### config.mk
export PLATFORM = sky130hd
export DESIGN_NAME = window_rms_mean_min_max_top
export DESIGN_NICKNAME = d
export VERILOG_FILES = /design/src/hdl/wrmm_pkg.sv /design/src/hdl/wrmm_front.sv /design/src/hdl/wrmm_queue.sv /design/src/hdl/wrmm_back.sv /design/src/hdl/window_rms_mean_min_max_top.sv
export VERILOG_INCLUDE_DIRS = /design/src /design/src/hdl
export SDC_FILE = /design/constraint.sdc
export NUM_CORES = 2
export LEC_CHECK = 0
export BUFFER_PORTS_ARGS = -buffer_cell sky130_fd_sc_hd__buf_2
export CORE_UTILIZATION = 45
export CTS_BUF_LIST = sky130_fd_sc_hd__clkbuf_16
export DETAILED_ROUTE_END_ITERATION = 7
export PLACE_DENSITY = 0.59
export SLEW_MARGIN = 30
export SYNTH_ARGS = -nofsm -noshare
export SYNTH_HDL_FRONTEND = slang
export SYNTH_SLANG_ARGS = --single-unit
### constraint.sdc
create_clock -name i_clk -period 8.13 [get_ports i_clk]
set_input_delay 1.2195 -clock i_clk [delete_from_list [all_inputs] [get_ports i_clk]]
set_output_delay 1.2195 -clock i_clk [all_outputs]
set_load 0.01 [all_outputs]
### src/hdl/window_rms_mean_min_max_top_defines.svh
// Assertion macros shared by the windowed RMS / mean / min / max block.
// Needs a clock named i_clk and an active-low reset named i_rst_n in scope.
`ifndef WINDOW_RMS_MEAN_MIN_MAX_TOP_DEFINES_SVH
`define WINDOW_RMS_MEAN_MIN_MAX_TOP_DEFINES_SVH

// Same-cycle implication, checked outside reset
`define WRMM_ASSERT_NOW(lbl, ante, cons, msg) \
    lbl: assert property (@(posedge i_clk) disable iff (!i_rst_n) (ante) |-> (cons)) \
        else $error(msg);

// Next-cycle implication, checked outside reset
`define WRMM_ASSERT_NEXT(lbl, ante, cons, msg) \
    lbl: assert property (@(posedge i_clk) disable iff (!i_rst_n) (ante) |=> (cons)) \
        else $error(msg);

`endif

### src/hdl/wrmm_pkg.sv
// Shared types and constants of the windowed RMS / mean / min / max block.
// No dependencies; used by every module of the block.
package wrmm_pkg;

    // Window and start values
    localparam int unsigned MAX_WINDOW = 255;
    localparam logic signed [15:0] MIN_START = 16'sd4096;
    localparam logic signed [15:0] MAX_START = 16'sd0;

    // Window queue between front and back
    localparam int unsigned Q_AW    = 2;
    localparam int unsigned Q_DEPTH = 1 << Q_AW;

    // Back-end iteration widths
    localparam int unsigned DIV_W  = 47;   // square sum (39) shifted by 8
    localparam int unsigned RAD_W  = 40;   // quotient never exceeds 2^38
    localparam int unsigned ROOT_W = RAD_W / 2;
    localparam int unsigned REM_W  = ROOT_W + 3;
    localparam int unsigned CNT_W  = 6;

    // One finished window handed from front to back
    typedef struct packed {
        logic [38:0]        square_sum;
        logic signed [23:0] value_sum;
        logic signed [15:0] max_value;
        logic signed [15:0] min_value;
        logic [7:0]         sample_count;
        logic               dropped;
    } t_win;

    // One result beat
    typedef struct packed {
        logic               overflow;
        logic [7:0]         sample_count;
        logic signed [15:0] min_value;
        logic [14:0]        max_value;
        logic signed [19:0] mean_q4;
        logic [19:0]        rms_q4;
    } t_res;

    // Back-end sequencer
    typedef enum logic [1:0] {
        BS_IDLE,
        BS_DIV,
        BS_SQRT,
        BS_HOLD
    } t_bstate;

endpackage

### src/hdl/wrmm_front.sv
// Front end: takes sample beats, squares them and accumulates one window.
// Depends on wrmm_pkg; pushes closed windows into wrmm_queue.
module wrmm_front (
    input  logic                      i_clk,
    input  logic                      i_rst_n,
    input  logic                      i_valid,
    output logic                      o_ready,
    input  logic signed [15:0]        i_sample,
    input  logic                      i_last,
    input  logic [wrmm_pkg::Q_AW:0]   i_q_level,
    output logic                      o_push,
    output wrmm_pkg::t_win            o_push_win
);

    logic                r_s1_valid;
    logic signed [15:0]  r_s1_sample;
    logic                r_s1_last;
    logic [30:0]         r_s1_sq;
    logic signed [31:0]  w_sq;

    logic [38:0]         r_sq_sum, n_sq_sum, a_sq_sum;
    logic signed [23:0]  r_vsum, n_vsum, a_vsum;
    logic signed [15:0]  r_max, n_max, a_max;
    logic signed [15:0]  r_min, n_min, a_min;
    logic [7:0]          r_cnt, n_cnt, a_cnt;
    logic                r_drop, n_drop, a_drop;

    // Room for the item in flight plus this one
    assign o_ready = (i_q_level < (wrmm_pkg::Q_AW + 1)'(wrmm_pkg::Q_DEPTH - 1));
    assign w_sq    = i_sample * i_sample;

    // Stage 1: square
    always_ff @(posedge i_clk) begin
        if (!i_rst_n) begin
            r_s1_valid <= 1'b0;
        end else begin
            r_s1_valid <= i_valid && o_ready;
        end
        if (i_valid && o_ready) begin
            r_s1_sample <= i_sample;
            r_s1_last   <= i_last;
            r_s1_sq     <= w_sq[30:0];
        end
    end

    // Stage 2: accumulate, close window on the marked beat
    always_comb begin
        a_sq_sum = r_sq_sum;
        a_vsum   = r_vsum;
        a_max    = r_max;
        a_min    = r_min;
        a_cnt    = r_cnt;
        a_drop   = r_drop;
        o_push   = 1'b0;
        if (r_s1_valid) begin
            if (r_cnt < 8'(wrmm_pkg::MAX_WINDOW)) begin
                a_sq_sum = r_sq_sum + {8'd0, r_s1_sq};
                a_vsum   = r_vsum + {{8{r_s1_sample[15]}}, r_s1_sample};
                if (r_s1_sample > r_max) begin
                    a_max = r_s1_sample;
                end
                if (r_s1_sample < r_min) begin
                    a_min = r_s1_sample;
                end
                a_cnt = r_cnt + 8'd1;
            end else begin
                a_drop = 1'b1;
            end
            o_push = r_s1_last;
        end
        o_push_win.square_sum   = a_sq_sum;
        o_push_win.value_sum    = a_vsum;
        o_push_win.max_value    = a_max;
        o_push_win.min_value    = a_min;
        o_push_win.sample_count = a_cnt;
        o_push_win.dropped      = a_drop;
        n_sq_sum = a_sq_sum;
        n_vsum   = a_vsum;
        n_max    = a_max;
        n_min    = a_min;
        n_cnt    = a_cnt;
        n_drop   = a_drop;
        if (o_push) begin
            n_sq_sum = '0;
            n_vsum   = '0;
            n_max    = wrmm_pkg::MAX_START;
            n_min    = wrmm_pkg::MIN_START;
            n_cnt    = '0;
            n_drop   = 1'b0;
        end
    end

    always_ff @(posedge i_clk) begin
        if (!i_rst_n) begin
            r_sq_sum <= '0;
            r_vsum   <= '0;
            r_max    <= wrmm_pkg::MAX_START;
            r_min    <= wrmm_pkg::MIN_START;
            r_cnt    <= '0;
            r_drop   <= 1'b0;
        end else begin
            r_sq_sum <= n_sq_sum;
            r_vsum   <= n_vsum;
            r_max    <= n_max;
            r_min    <= n_min;
            r_cnt    <= n_cnt;
            r_drop   <= n_drop;
        end
    end

endmodule

### src/hdl/wrmm_queue.sv
// Short queue of closed windows between front and back end.
// Depends on wrmm_pkg and the assertion macro header.
`include "window_rms_mean_min_max_top_defines.svh"

module wrmm_queue (
    input  logic                      i_clk,
    input  logic                      i_rst_n,
    input  logic                      i_push,
    input  wrmm_pkg::t_win            i_push_win,
    input  logic                      i_pop,
    output logic                      o_valid,
    output wrmm_pkg::t_win            o_win,
    output logic [wrmm_pkg::Q_AW:0]   o_level
);

    wrmm_pkg::t_win               r_mem [wrmm_pkg::Q_DEPTH];
    logic [wrmm_pkg::Q_AW-1:0]    r_wr;
    logic [wrmm_pkg::Q_AW-1:0]    r_rd;
    logic [wrmm_pkg::Q_AW:0]      r_level;

    assign o_valid = (r_level != '0);
    assign o_win   = r_mem[r_rd];
    assign o_level = r_level;

    // Pointers and fill level
    always_ff @(posedge i_clk) begin
        if (!i_rst_n) begin
            r_wr    <= '0;
            r_rd    <= '0;
            r_level <= '0;
        end else begin
            if (i_push) begin
                r_wr <= r_wr + 1'b1;
            end
            if (i_pop) begin
                r_rd <= r_rd + 1'b1;
            end
            if (i_push && !i_pop) begin
                r_level <= r_level + 1'b1;
            end else if (!i_push && i_pop) begin
                r_level <= r_level - 1'b1;
            end
        end
    end

    // Storage
    always_ff @(posedge i_clk) begin
        if (i_push) begin
            r_mem[r_wr] <= i_push_win;
        end
    end

    `WRMM_ASSERT_NOW(a_no_push_full, r_level == (wrmm_pkg::Q_AW + 1)'(wrmm_pkg::Q_DEPTH), !i_push, "window pushed into full queue")
    `WRMM_ASSERT_NOW(a_no_pop_empty, r_level == '0, !i_pop, "window popped from empty queue")
    `WRMM_ASSERT_NEXT(a_level_up, i_push && !i_pop, r_level == $past(r_level) + 1'b1, "queue level did not grow on push")

endmodule

### src/hdl/wrmm_back.sv
// Back end: restoring division of both sums by the count, then bit-pair
// square root, then the result register. Depends on wrmm_pkg and the macro header.
`include "window_rms_mean_min_max_top_defines.svh"

module wrmm_back (
    input  logic              i_clk,
    input  logic              i_rst_n,
    input  logic              i_q_valid,
    input  wrmm_pkg::t_win    i_q_win,
    output logic              o_q_pop,
    output logic              o_valid,
    input  logic              i_ready,
    output wrmm_pkg::t_res    o_res
);

    wrmm_pkg::t_bstate                r_st, n_st;
    logic [wrmm_pkg::CNT_W-1:0]       r_cnt, n_cnt;

    // Division: quotient shifts into the dividend register
    logic [wrmm_pkg::DIV_W-1:0]       r_qa, n_qa;
    logic [wrmm_pkg::DIV_W-1:0]       r_qb, n_qb;
    logic [7:0]                       r_ra, n_ra;
    logic [7:0]                       r_rb, n_rb;
    logic [8:0]                       w_ta, w_tb;
    logic                             w_ga, w_gb;

    // Square root
    logic [wrmm_pkg::RAD_W-1:0]       r_rad, n_rad;
    logic [wrmm_pkg::ROOT_W-1:0]      r_root, n_root;
    logic [wrmm_pkg::REM_W-1:0]       r_rem, n_rem;
    logic [wrmm_pkg::REM_W-1:0]       w_sr, w_trial;
    logic                             w_sge;

    // Window side data
    logic [7:0]                       r_n;
    logic                             r_neg;
    logic signed [15:0]               r_max, r_min;
    logic                             r_drop;
    logic [23:0]                      w_mag;

    // Result register
    logic                             r_o_valid, n_o_valid;
    wrmm_pkg::t_res                   r_res, n_res;
    logic                             w_load;

    assign o_valid = r_o_valid;
    assign o_res   = r_res;
    assign w_mag   = i_q_win.value_sum[23] ? 24'(-i_q_win.value_sum)
                                           : i_q_win.value_sum;

    // Division step for both dividends
    assign w_ta = {r_ra, r_qa[wrmm_pkg::DIV_W-1]};
    assign w_tb = {r_rb, r_qb[wrmm_pkg::DIV_W-1]};
    assign w_ga = (w_ta >= {1'b0, r_n});
    assign w_gb = (w_tb >= {1'b0, r_n});

    // Square root step: two radicand bits a cycle
    assign w_sr    = {r_rem[wrmm_pkg::REM_W-3:0], r_rad[wrmm_pkg::RAD_W-1 -: 2]};
    assign w_trial = {1'b0, r_root, 2'b01};
    assign w_sge   = (w_sr >= w_trial);

    // Sequencer
    always_comb begin
        n_st      = r_st;
        n_cnt     = r_cnt;
        n_qa      = r_qa;
        n_qb      = r_qb;
        n_ra      = r_ra;
        n_rb      = r_rb;
        n_rad     = r_rad;
        n_root    = r_root;
        n_rem     = r_rem;
        o_q_pop   = 1'b0;
        w_load    = 1'b0;
        n_res     = r_res;
        case (r_st)
            wrmm_pkg::BS_IDLE: begin
                if (i_q_valid) begin
                    o_q_pop = 1'b1;
                    n_qa    = {i_q_win.square_sum, 8'd0};
                    n_qb    = {19'd0, w_mag, 4'd0};
                    n_ra    = '0;
                    n_rb    = '0;
                    n_cnt   = '0;
                    n_st    = wrmm_pkg::BS_DIV;
                end
            end
            wrmm_pkg::BS_DIV: begin
                n_ra  = w_ga ? 8'(w_ta - {1'b0, r_n}) : w_ta[7:0];
                n_rb  = w_gb ? 8'(w_tb - {1'b0, r_n}) : w_tb[7:0];
                n_qa  = {r_qa[wrmm_pkg::DIV_W-2:0], w_ga};
                n_qb  = {r_qb[wrmm_pkg::DIV_W-2:0], w_gb};
                n_cnt = r_cnt + 1'b1;
                if (r_cnt == wrmm_pkg::CNT_W'(wrmm_pkg::DIV_W - 1)) begin
                    n_rad  = n_qa[wrmm_pkg::RAD_W-1:0];
                    n_root = '0;
                    n_rem  = '0;
                    n_cnt  = '0;
                    n_st   = wrmm_pkg::BS_SQRT;
                end
            end
            wrmm_pkg::BS_SQRT: begin
                n_rem  = w_sge ? (w_sr - w_trial) : w_sr;
                n_root = {r_root[wrmm_pkg::ROOT_W-2:0], w_sge};
                n_rad  = {r_rad[wrmm_pkg::RAD_W-3:0], 2'b00};
                n_cnt  = r_cnt + 1'b1;
                if (r_cnt == wrmm_pkg::CNT_W'(wrmm_pkg::ROOT_W - 1)) begin
                    n_st = wrmm_pkg::BS_HOLD;
                end
            end
            wrmm_pkg::BS_HOLD: begin
                if (!r_o_valid || i_ready) begin
                    w_load             = 1'b1;
                    n_res.rms_q4       = r_root;
                    n_res.mean_q4      = r_neg ? -signed'(r_qb[19:0]) : signed'(r_qb[19:0]);
                    n_res.max_value    = r_max[14:0];
                    n_res.min_value    = r_min;
                    n_res.sample_count = r_n;
                    n_res.overflow     = r_drop;
                    n_st               = wrmm_pkg::BS_IDLE;
                end
            end
            default: begin
                n_st = wrmm_pkg::BS_IDLE;
            end
        endcase
        n_o_valid = w_load ? 1'b1 : (r_o_valid && !i_ready);
    end

    always_ff @(posedge i_clk) begin
        if (!i_rst_n) begin
            r_st      <= wrmm_pkg::BS_IDLE;
            r_o_valid <= 1'b0;
        end else begin
            r_st      <= n_st;
            r_o_valid <= n_o_valid;
        end
        r_cnt  <= n_cnt;
        r_qa   <= n_qa;
        r_qb   <= n_qb;
        r_ra   <= n_ra;
        r_rb   <= n_rb;
        r_rad  <= n_rad;
        r_root <= n_root;
        r_rem  <= n_rem;
        r_res  <= n_res;
        if (o_q_pop) begin
            r_n    <= i_q_win.sample_count;
            r_neg  <= i_q_win.value_sum[23];
            r_max  <= i_q_win.max_value;
            r_min  <= i_q_win.min_value;
            r_drop <= i_q_win.dropped;
        end
    end

    `WRMM_ASSERT_NEXT(a_start_div, r_st == wrmm_pkg::BS_IDLE && i_q_valid, r_st == wrmm_pkg::BS_DIV, "window taken but division not started")
    `WRMM_ASSERT_NEXT(a_div_to_sqrt, r_st == wrmm_pkg::BS_DIV && r_cnt == wrmm_pkg::CNT_W'(wrmm_pkg::DIV_W - 1), r_st == wrmm_pkg::BS_SQRT, "division did not hand over to square root")
    `WRMM_ASSERT_NOW(a_pop_idle, o_q_pop, r_st == wrmm_pkg::BS_IDLE, "window taken while busy")

endmodule

### src/hdl/window_rms_mean_min_max_top.sv
// Top level of the windowed RMS / mean / min / max block.
// Depends on wrmm_pkg, wrmm_front, wrmm_queue and wrmm_back.
//
//  channel   dir   beat contents (lowest bit first)
//  s_axis    in    tdata: sample[15:0]; tlast: last_sample
//  m_axis    out   tdata: rms_q4, mean_q4, max_value, min_value, sample_count, overflow
//
// The front end takes one sample beat a cycle while s_axis_tready is high; the square
// is registered before it is summed. For each window the back end runs the one-bit-a-cycle
// divider, then the bit-pair square root, loads the result, then takes the next window.
// Up to four closed windows wait in the queue; s_axis_tready falls when three are held.
// Reset is synchronous, active low, and empties the pipeline, queue and result register.
// A result waiting on m_axis_tready holds the back end in its last step only.
module window_rms_mean_min_max_top (
    input  logic        i_clk,
    input  logic        i_rst_n,
    input  logic        s_axis_tvalid,
    output logic        s_axis_tready,
    input  logic [15:0] s_axis_tdata,   // [15:0] sample
    input  logic        s_axis_tlast,
    output logic        m_axis_tvalid,
    input  logic        m_axis_tready,
    output logic [79:0] m_axis_tdata    // [19:0] rms_q4, [39:20] mean_q4, [54:40] max_value,
                                        // [70:55] min_value, [78:71] sample_count, [79] overflow
);

    logic                            w_push;
    wrmm_pkg::t_win                  w_push_win;
    logic                            w_pop;
    logic                            w_q_valid;
    wrmm_pkg::t_win                  w_q_win;
    logic [wrmm_pkg::Q_AW:0]         w_q_level;
    wrmm_pkg::t_res                  w_res;

    wrmm_front u_front (
        .i_clk      (i_clk),
        .i_rst_n    (i_rst_n),
        .i_valid    (s_axis_tvalid),
        .o_ready    (s_axis_tready),
        .i_sample   (signed'(s_axis_tdata)),
        .i_last     (s_axis_tlast),
        .i_q_level  (w_q_level),
        .o_push     (w_push),
        .o_push_win (w_push_win)
    );

    wrmm_queue u_queue (
        .i_clk      (i_clk),
        .i_rst_n    (i_rst_n),
        .i_push     (w_push),
        .i_push_win (w_push_win),
        .i_pop      (w_pop),
        .o_valid    (w_q_valid),
        .o_win      (w_q_win),
        .o_level    (w_q_level)
    );

    wrmm_back u_back (
        .i_clk      (i_clk),
        .i_rst_n    (i_rst_n),
        .i_q_valid  (w_q_valid),
        .i_q_win    (w_q_win),
        .o_q_pop    (w_pop),
        .o_valid    (m_axis_tvalid),
        .i_ready    (m_axis_tready),
        .o_res      (w_res)
    );

    // Result struct is laid out lowest field last, matching the beat packing
    assign m_axis_tdata = w_res;

endmodule

==> Word-level counts from Yosys, hierarchy flattened <==
Memories as Yosys holds them, arrays and structs flattened. A register that Yosys moved wholly into a read port is not among the register bits.
Index checks and enable logic that the tools add are counted.
Widths: inputs -> output; s select.
{ "classes": {"n_reduce_logical": 21, "n_eq_ne": 9, "addsub": 13, "muxes": 52, "bitwise_logic": 1, "n_mul": 1, "n_lt_le_gt_ge": 7} }
{ "op_table": {"columns": ["cell", "n"], "rows": [
  ["$pmux 47 s2", 2],
  ["$mux 16", 6],
  ["$mux 47", 2],
  ["$pmux 40 s2", 1],
  ["$mux 39", 2],
  ["$mux 24", 3],
  ["$mux 21", 2],
  ["$pmux 21 s2", 1],
  ["$mux 20", 2],
  ["$mux 40", 1],
  ["$mux 8", 5],
  ["$pmux 20 s2", 1],
  ["$add 39x31->39", 1],
  ["$pmux 8 s2", 2],
  ["$mul 16x16->31", 1],
  ["$add 24x24->24", 1],
  ["$neg 24->24", 1],
  ["$ge 23x22->1", 1],
  ["$sub 21x21->21", 1],
  ["$neg 20->20", 1],
  ["$ge 9x8->1", 2],
  ["$pmux 6 s3", 1],
  ["$gt 16x16->1", 1],
  ["$lt 16x16->1", 1],
  ["28 further kinds", 62]
]} }
{ "word_totals": {"reg_bits": 481, "n_memories": 1, "ramBits": 416, "out_inout_bits": 82, "inputBits": 21, "wordCells": 139} }
{ "mem_list": {"columns": ["memory", "depth", "width", "rd", "rd_ports_with_merged_regs", "write_ports", "line", "text"], "rows": [
  ["u_queue.r_mem", 4, 104, 1, 1, 1, "wrmm_queue.sv:16", "wrmm_pkg::t_win r_mem [wrmm_pkg::Q_DEPTH];"]
]} }

==> Logic depth before layout (Yosys ltp) <==
{ "logic_depth": {"ltp_word": 6, "mapped_depth": 26, "ltp_nobuf": 23} }

==> Modules after synthesis <==
From an unflattened synthesis, not the netlist that was laid out.
{ "unflattened": {"cells_unflattened": 3691, "hier_area_um2": 48308.8} }
{ "modules_own_cells": {"columns": ["module", "n_inst", "seq_area_each_um2", "cells_per_inst", "area_each_um2"], "rows": [
  ["wrmm_front", 1, 3483.3, 2047, 18206.2],
  ["wrmm_queue", 1, 12672.2, 586, 15463.6],
  ["wrmm_back", 1, 9609.2, 1058, 14639.0]
]} }

==> Worst setup path after synthesis <==
OpenSTA, ideal clock, no wires.
{ "synth_timing": {"path_kind": "input -> register", "startpoint": "input port s_axis_tdata[5]", "endpoint": "register u_front.r_s1_sq[29], data pin", "setup_ns": 0.264, "setup_slack_ns": 0.815, "cell_stages": 24, "required_ns": 7.866, "path_buffers": 3, "arrival_time_ns": 7.052, "path_cell_list": "clkbuf_1 clkbuf_1 nand2_1 inv_1 fa_1 inv_1 fa_1 inv_1 fa_1 fa_1 fa_1 inv_1 fa_1 inv_1 ha_1 clkbuf_1 nand2_1 nand2_1 a21o_1 a21o_1 a211oi_1 nor2_1 a221oi_1 xnor2_1"} }
{ "synth_via": {"elab_chain_len": 1} }
{ "synth_lines": {"columns": ["item", "line", "text"], "rows": [
  ["from (decl)", "window_rms_mean_min_max_top.sv:19", "input logic [15:0] s_axis_tdata,"],
  ["$mul 16x16->31", "wrmm_front.sv:30", "assign w_sq = i_sample * i_sample;"],
  ["via u_front.w_sq[29]", "wrmm_front.sv:19", "logic signed [31:0] w_sq;"],
  ["to (signal assigned)", "wrmm_front.sv:42", "r_s1_sq <= w_sq[30:0];"],
  ["to (decl)", "wrmm_front.sv:18", "logic [30:0] r_s1_sq;"]
]} }
The timed path passes the listed nets, and every way through them passes these cells.
A chain may end at the register's enable or synchronous reset.

==> Worst setup path after layout <==
{ "layout_timing": {"startpoint": "input port s_axis_tdata[1]", "endpoint": "register u_front.r_s1_sq[29], data pin"} }
Same word-level chain as after synthesis.

==> impl_metrics.tcl <==
set metrics [dict create \
    outcome "complete, but fails checks" \
    violations "design-rule violations" \
    period_minus_slack_ns 7.10 \
    dr.pass1.iters 8 \
    combPwrFrac_pct 50.0 \
    initial_core_util_pct 45.4 \
    grtUsageTotal_pct 17.7 \
    cpPeakStageDelay_ns 0.58 \
    fp.dieW_um 328 \
    rows 119 \
    cts_sinks 893 \
    cap_violations 0 \
    vdd.ir_drop.worst_v 0.000547 \
    synth_compound_area_share_pct 6.23 \
    crit_type "in2reg" \
    rsz0062_at_grt "no" \
    synth_xor_area_share_pct 2.85 \
    io_pins 103 \
    diodes 0 \
    required_ns 8.52 \
    htreeDepth 3 \
    r2r-end "u_back.r_qb[22]" \
    swShare_pct 38.6 \
    numPortBuffers 102 \
    slew_headroom_pct 36.4 \
    vias 27400 \
    crit_chain "buf_2 -> and2_1 -> fa_1 -> inv_1 -> fa_1 -> inv_1 -> fa_1 -> fa_1 -> fa_1 -> inv_1 -> fa_1 -> inv_1 -> ha_1 -> nand2_1 -> nand2_1 -> a21o_1 -> a21o_1 -> a211oi_1 -> nor2_1 -> a221oi_1 -> xnor2_1" \
    hold_viol_final 0 \
    die_h_um 328 \
    ys_warn_count 0 \
    r2r_setup_slack_ns 4.25 \
    gp_congestion 0.857 \
    worst_slew_pin_slew_ns 0.954 \
    yosys_register_bits 893 \
    clk_pin_slew_ns 0.06 \
    avgRoutedWirePerCell_um 18.1 \
    holdCritStartpoint "u_back.r_drop" \
    area_growth_pct 11.2 \
    synthTopCellsByArea "edfxtp_1 49%, fa_1 9.8%, ha_1 5.9%, dfxtp_1 4.9%, mux4_2 4.8%" \
    viasPerCell 5.23 \
    ant_nets 0 \
    slowest_stage "fa_1" \
    final_cell_area_mm2 0.0532 \
    core_area_mm2 0.105 \
    synth_nets 4127 \
    detailedPlacementHpwl_um 65100 \
    min_path_cells 0 \
    cpMostUsedCell "fa_1" \
    tns_ns 0 \
    async_flop_share_pct 0 \
    synth_area_per_cell_um2 13.1 \
    synth_top_cell_area_share_pct 48.7 \
    cts_buffers 95 \
    synthTopCellsByCount "776 x edfxtp_1, 463 x inv_1, 266 x nand2_1" \
    nNetsFinal 4251 \
    synth-main-ff-cell "edfxtp_1" \
    setup_viol 0 \
    antenna_found_initial 1 \
    syn_inst 3647 \
    pwr-share-seq_pct 31.4 \
    clock.fmax_mhz 141 \
    synth_top_family_by_area "adder cells" \
    hold_slack_ns 0.417 \
    yosys.area.top_type "edfxtp_1" \
    p_switching_w 0.00902 \
    grt_max_degree 93 \
    die_area_mm2 0.108 \
    start_kind "input pin" \
    totalWireLength_um 95000 \
    clock-root-buffer "clkbuf_16" \
    grt_pass1_vias 27400 \
    cts_tree "yes" \
    postCtsResizedCells 0 \
    fin_worst_skew_ns 0.0264 \
    min_period_over_period_pct 87.4 \
    muxShareOfSynthArea_pct 8.26 \
    drive_above_1_share_pct 14.1 \
    grt_pass1_wl_um 151000 \
    clock_latency_ns 0.66 \
    synth.distinct_cells 73 \
    power_frac_clock_pct 18.5 \
    p_int_w 0.0143 \
    hold_class "reg2reg" \
    hold_end "u_back.o_res[79]" \
    drt_iter0_drc 1634 \
    postCtsSetupBuffers 0 \
    grt.overflow.total 0 \
    worst_setup_path_end_kind "flip-flop" \
    cp_max_fo 21 \
    place_area_mm2 0.0500 \
    post-synth-top-count-cell "edfxtp_1" \
    drc_errors 16 \
    p_leak_nw 20.7 \
    cts_hold_buf 0 \
    power-per-cell-area_mw_per_mm2 439 \
    final-max-slew-violation-count 0 \
    synthAdderAreaFrac_pct 15.7 \
    cp.arrival_ns 7.49 \
    r2r_cells 9 \
    clockBufferDepth 3 \
    seq_area_frac_synth_pct 53.6 \
    synth-simple-area-share_pct 8.75 \
    netlist_area_mm2 0.0479 \
    synth-edff-count 776 \
]
==> critical path: cells and delay by family <==
family,cells,cell delay (ns)
buffers and inverters,5,1.01
AND/OR/NAND/NOR,4,0.56
AO/OA/AOI/OAI,4,1.08
adder cells (fa/ha/maj),7,3.49
XOR/XNOR,1,0.12
==> registers in the layout (all words and copies together), names as in the netlist, 20 cells and up, named ones only <==
name              count
u_back.o_res         80
u_back.r_qb          47
u_back.r_rem         21
u_front.r_s1_sq      30
u_back.r_qa          47
u_back.r_rad         40
u_front.r_vsum       24
u_front.r_sq_sum     39
u_back.r_root        20
u_queue.r_mem       412
==> final cells by class <==
class                      instances  area (um2)
clock buffer                      99        2480
clock inverter                    79         689
fill                            9205       52200
inverter                         463        1740
multi-input combinational       2176       20100
sequential                       893       25700
tap                             1391        1740
timing repair buffer             142         831
==> through the flow <==
| stage | power [W] | std cells | util [%] | setup WS (ns) |
|---|---|---|---|---|
| global placement | 0.0191 | 5064 | 47.4 | 0.477 |
| finish | 0.0233 | 5243 | 50.5 | 1.03 |
| floorplan | 0.0166 | 3647 | - | 0.815 |
| CTS | 0.0236 | 5242 | 50.4 | 1.04 |
| global route | 0.0253 | 5243 | 50.5 | 0.596 |
| detailed placement | 0.0192 | 5064 | 47.4 | 0.352 |
==> how the worst max path moves through the flow <==
stage	from	to	slack (ns)	cells after the start
floorplan	s_axis_tdata[5]	u_front.r_s1_sq[29]	0.81	24
detailed placement	s_axis_tdata[1]	u_front.r_s1_sq[29]	0.35	21
global route	s_axis_tdata[1]	u_front.r_s1_sq[29]	0.60	21
CTS	s_axis_tdata[1]	u_front.r_s1_sq[29]	1.04	21
global placement	s_axis_tdata[6]	u_front.r_s1_sq[29]	0.48	23
finish	s_axis_tdata[1]	u_front.r_s1_sq[29]	1.03	21
==> per-layer routing <==
metal  part of all wire, %  global-route usage, %  vias to the layer above
met5                0.0084                      0                        -
met4                   1.6                   3.93                        2
met1                    48                   25.7                    13700
met2                    46                   28.4                      429
met3                   3.8                   2.51                      114
li1                      -                      -                    13100
==> cell usage in the layout (no fill, tap or decap), drive strengths merged, types with 19 or more instances in the layout <==
| cell | synthesis | routed |
|---|---|---|
| o31ai | 22 | 22 |
| mux2 | 109 | 109 |
| clkinv | 0 | 42 |
| a21oi | 128 | 128 |
| mux2i | 43 | 43 |
| a211oi | 19 | 19 |
| fa | 234 | 234 |
| xnor2 | 105 | 105 |
| nand2 | 266 | 266 |
| a21o | 42 | 42 |
| buf | 30 | 142 |
| nor3 | 29 | 29 |
| nor2b | 38 | 38 |
| o21ai | 137 | 137 |
| and2 | 156 | 156 |
| nand3 | 53 | 53 |
| and3 | 25 | 25 |
| nor2 | 153 | 153 |
| edfxtp | 776 | 776 |
| mux4 | 102 | 102 |
| dfxtp | 117 | 117 |
| nand4 | 21 | 21 |
| nand2b | 26 | 26 |
| xor2 | 51 | 51 |
| or3 | 21 | 21 |
| clkbuf | 85 | 99 |
| ha | 225 | 225 |
| inv | 463 | 488 |
==> cell families (layout without fill, tap and decap cells) <==
logic type | after synthesis | after routing
compound gates | 468 | 468
xor+xnor | 156 | 156
flops | 893 | 893
buf+inv | 578 | 783
simple gates | 839 | 839
fa+ha+maj | 459 | 459
mux | 254 | 254
==> power groups by stage <==
stage / sequential, W / clock, W / combinational [W]
after floorplan: 0.00731 / 0 / 0.00924
after global placement: 0.00743 / 0 / 0.0117
after global routing: 0.00745 / 0.00460 / 0.0133
after detailed placement: 0.00744 / 0 / 0.0118
after CTS: 0.00736 / 0.00443 / 0.0118
final: 0.00734 / 0.00432 / 0.0117
(Power assumes the default switching activity.)
